==> src/hw/rtl/cab_pkg.sv <==
// Shared types, codes and arithmetic helpers for the clipped alpha blit block.
`default_nettype none

package cab_pkg;

    localparam int CFG_IDX_W  = 3;
    localparam int CFG_DATA_W = 9;

    localparam logic [CFG_IDX_W-1:0] CFG_DEST_WIDTH  = 3'd0;
    localparam logic [CFG_IDX_W-1:0] CFG_DEST_HEIGHT = 3'd1;
    localparam logic [CFG_IDX_W-1:0] CFG_DEST_X      = 3'd2;
    localparam logic [CFG_IDX_W-1:0] CFG_DEST_Y      = 3'd3;
    localparam logic [CFG_IDX_W-1:0] CFG_OPACITY     = 3'd4;

    localparam logic [1:0] KIND_WRITE = 2'd0;
    localparam logic [1:0] KIND_READ  = 2'd1;
    localparam logic [1:0] KIND_BLEND = 2'd2;

    localparam logic [7:0] PIX_MAX = 8'd255;

    typedef struct packed {
        logic [1:0] kind;
        logic [7:0] col;
        logic [7:0] row;
        logic [7:0] red;
        logic [7:0] green;
        logic [7:0] blue;
        logic [7:0] alpha;
    } in_item_t;

    typedef struct packed {
        logic [7:0] out_red;
        logic [7:0] out_green;
        logic [7:0] out_blue;
        logic [7:0] out_alpha;
        logic       in_frame;
    } out_item_t;

    typedef struct packed {
        logic [7:0] alpha;
        logic [7:0] blue;
        logic [7:0] green;
        logic [7:0] red;
    } pixel_t;

    // Exact floor(x / 255) for x up to 255 * 255.
    function automatic logic [7:0] div255(input logic [15:0] x);
        logic [16:0] t;
        t = 17'(x) + 17'(x[15:8]) + 17'd1;
        return t[15:8];
    endfunction

endpackage

`default_nettype wire

==> src/hw/rtl/cab_blend.sv <==
// Two-stage source-over blend datapath for one RGBA pixel.
`default_nettype none

module cab_blend (
    input  wire logic            clk,
    input  wire cab_pkg::pixel_t dst,
    input  wire cab_pkg::pixel_t src,
    input  wire logic [7:0]      sa,
    output cab_pkg::pixel_t      blended
);
    import cab_pkg::*;

    logic [7:0]  inv_sa;
    logic [7:0]  dst_ch [4];
    logic [7:0]  src_ch [3];
    logic [15:0] keep_prod_reg [4];
    logic [15:0] src_prod_reg [3];
    logic [7:0]  sa_d_reg;
    logic [7:0]  out_ch_reg [4];

    always_comb
    begin
        inv_sa    = PIX_MAX - sa;
        dst_ch[0] = dst.red;
        dst_ch[1] = dst.green;
        dst_ch[2] = dst.blue;
        dst_ch[3] = dst.alpha;
        src_ch[0] = src.red;
        src_ch[1] = src.green;
        src_ch[2] = src.blue;
    end

    always_ff @(posedge clk)
    begin
        for (int i = 0; i < 4; i++)
        begin
            keep_prod_reg[i] <= 16'(dst_ch[i]) * 16'(inv_sa);
        end
        for (int i = 0; i < 3; i++)
        begin
            src_prod_reg[i] <= 16'(src_ch[i]) * 16'(sa);
        end
        sa_d_reg <= sa;
    end

    always_ff @(posedge clk)
    begin
        for (int i = 0; i < 3; i++)
        begin
            out_ch_reg[i] <= div255(16'(keep_prod_reg[i] + src_prod_reg[i]));
        end
        out_ch_reg[3] <= div255(keep_prod_reg[3]) + sa_d_reg;
    end

    assign blended.red   = out_ch_reg[0];
    assign blended.green = out_ch_reg[1];
    assign blended.blue  = out_ch_reg[2];
    assign blended.alpha = out_ch_reg[3];

endmodule

`default_nettype wire

==> config.mk <==
export PLATFORM = sky130hd
export DESIGN_NAME = cab_blend
export DESIGN_NICKNAME = d
export VERILOG_FILES = /design/src/hw/rtl/cab_pkg.sv /design/src/hw/rtl/cab_blend.sv
export SDC_FILE = /design/constraint.sdc
export NUM_CORES = 1
export LEC_CHECK = 0
export BUFFER_PORTS_ARGS = -buffer_cell sky130_fd_sc_hd__buf_2
export CORE_MARGIN = 2
export CORE_UTILIZATION = 50
export DETAILED_ROUTE_END_ITERATION = 16
export PLACE_DENSITY = 0.67
export SLEW_MARGIN = 30
export SYNTH_ARGS = -nofsm -noshare
export SYNTH_HDL_FRONTEND = slang
export SYNTH_SLANG_ARGS = --single-unit
==> constraint.sdc <==
create_clock -name clk -period 6.1 [get_ports clk]
set_input_delay 0.915 -clock clk [delete_from_list [all_inputs] [get_ports clk]]
set_output_delay 0.915 -clock clk [all_outputs]
set_load 0.05 [all_outputs]
==> run summary <==
Via count = 15200
Clk_lat worst skew = 460 ps
Floorplan core area = 41800 um2
Vias per cell = 5.16
Storage cell area = 3040 um2
Final hold violation count = 0
Die area = 43900 um2
Met1 usage = 26.7%
Crit share post-route = 82.7%
Synth Area in Adders = 44.0%
Post-synth EDFFs = 0
Area Growth Syn to Fin = 8.30%
Simple-gate share of the synthesized area = 19.5%
Most frequent cells in the layout = inv_1 (379), ha_1 (332), fa_1 (256)
Final Critical Period = 5040 ps
WL per Instance = 14.4 um
Inst Count DP = 2919
Port Buf Inserts = 96
Outcome = finished, final reports clean
CTS Hold Bufs = 0
Setup WS post-layout = 1060 ps
Number of remaining DRC errors = 0
Antenna Nets Post-Route = 0
Pleak = 11.4 nW
Area of the multi-input gates = 16500 um2
Clock power share = 9.8%
Top cells by area, synth = fa_1 (24%), ha_1 (20%), dfxtp_1 (14%), nor2b_1 (6.8%), inv_1 (6.7%)
# nets final = 3060
DRT Pass-1 Iters = 5
Overflow after GRT = 0
Initial Util = 50.5%
WP data arrival = 5430 ps
Combinational power share = 74.8%
Peak supply drop = 0.368 mV
Layout cells sized above 1 = 7.59%
Maxcap violations = 0
Mux cell area share after synthesis = 0%
Non-filler cells, final = 2951
Most Crowded Layer GR = met2
Register area share after synthesis = 14.4%
Final WL = 42400 um
Filler cell count = 3740
HPWL after detailed placement = 34900 um
CTS Sinks = 152
Main combinational cell family by area after synthesis = adder cells
Commonest non-fill, non-tap cell in the layout = inv_1
Fmax = 0.198 GHz
Post-CTS Setup Bufs = 0
Synthesized flop and latch total = 152
Yosys warnings = 0
Worst clock skew = 7.56 ps
Total GRT Usage = 20.7%
Slew of the pin with the lowest slew margin = 631 ps
Mapped Cells = 2314
Initial antenna violation count = 0
Flop pwr share = 15.3%
Avg Inst Size Synth = 9.12 um2
Slew HR = 57.9%
Synth cell types = 67
Pin count of the biggest net entering global routing = 31
Number of global-route vias before repair = 16000
RSZ-0062 raised after global routing = false
DIE WIDTH = 209 um
Num CTS Buffers = 17
First-pass GRT wire length = 74500 um
Hold Crit Class = reg2reg
Internal power = 5.68 mW
Crit. End Element = register
CP required = 6490 ps
Cts repair resizes = 0
Post-synth net total = 2975
CP Launch Type = input pin
Biggest area consumer among synthesized cells = fa_1
Post-synthesis xor/xnor area fraction = 6.20%
M3 GR Usage = 3.40%
Synthesized area = 21100 um2
Post-route setup TNS = 0 ps
CTS tree = yes
Main synth FF type = dfxtp_1
Worst-path clk slew = 60 ps
Switching share of power = 48.7%
Max Slew Vio Count = 0
Fraction of registers with async set/reset = 0%
Diodes inserted = 0
Htree depth = 4
CTS Buffer Depth = 2
Met2 Use GR = 36.7%
CP max FO = 19
Worst Setup Path Type = in2reg
Power density cells = 485 nW/um2
Tot Pwr = 11.1 mW
Max reg flops = 64
CTS Root Cell = clkbuf_16
1st-iter DRT viols = 606
Count of final setup violators = 0
Die height = 209 um
Synth Area in Compound Gates = 8.26%
Total I/O pin count = 105
Setup slack after placement = 599 ps
Rows = 75
Yosys top cell area share = 24.3%
NetSw = 5.40 mW
Final GP Congestion = 0.851
==> Yosys cell counts, drive strengths merged (14+ instances only) <==
library cell,n
dfxtp,152
a21oi,85
fa,256
a21boi,15
nor2b,228
nor3,26
clkbuf,48
xnor2,122
or3,14
xor2,24
nand3,27
nand2,101
nand2b,67
ha,332
a21o,18
nor2,85
and2,157
inv,379
o21ai,55
==> metrics by stage <==
stage / util (%) / area (um2) / hold slack, ps
2_1_floorplan: - / 21100 / 432
3_3_place_gp: 53.3 / 22300 / 467
3_5_place_dp: 53.3 / 22300 / 474
4_1_cts: 54.7 / 22900 / 488
5_1_grt: 54.7 / 22900 / 500
6_report: 54.7 / 22900 / 481
==> power by group through the flow <==
stage               Clock, mW  Sequential, mW  Combinational [mW]
detailed placement          0            1.72                8.28
floorplan                   0            2.05                6.26
CTS                      1.12            1.71                8.36
global route             1.16            1.74                9.44
finish                   1.09            1.70                8.29
global placement            0            1.72                8.07
==> critical path, cell delays in order <==
cell,delay (ps)
buf_2,400
buf_4,330
nand2_1,120
fa_1,430
inv_1,80
fa_1,410
ha_1,290
inv_1,40
fa_1,480
inv_1,40
ha_1,310
nor2b_1,140
o21ai_0,210
a21boi_0,160
o21ai_0,260
a22oi_1,140
a41oi_1,300
nor2b_1,220
xnor2_1,130
==> worst paths after layout <==
check / startpoint / endpoint / slack, ps / depth (start not counted)
min reg2reg: sa_d_reg[0] / out_ch_reg[3][0] / 480 / 1
max: sa[2] / src_prod_reg[0][13] / 1060 / 19
min: sa_d_reg[0] / out_ch_reg[3][0] / 480 / 1
max reg2reg: src_prod_reg[0][0] / out_ch_reg[0][7] / 1720 / 18
==> layer usage <==
| layer | wire length [um] | vias to the layer above | share of wire (%) |
|---|---|---|---|
| met5 | 0 | - | 0 |
| met4 | 487 | 0 | 1.1 |
| met3 | 1270 | 37 | 3.0 |
| met2 | 20900 | 162 | 49 |
| met1 | 19700 | 7489 | 47 |
| li1 | - | 7533 | - |
==> final cells by class <==
cell class,instances,area share (%)
Tap cell,539,2.95
Multi-Input combinational cell,1734,72.0
Clock buffer,18,1.88
Sequential cell,152,13.3
Timing Repair Buffer,115,2.89
Inverter,379,6.22
Clock inverter,14,0.755
==> cells by family (layout without fill, tap and decap cells) <==
logic type,count (synthesis),count (layout)
AOI/OAI and AO/OA,263,263
xor gates and xnor gates,146,146
adders and majority gates,588,588
buffers and inverters,428,526
DFF,152,152
and+or+nand+nor,737,737
Power figures use the tool's default switching activity.
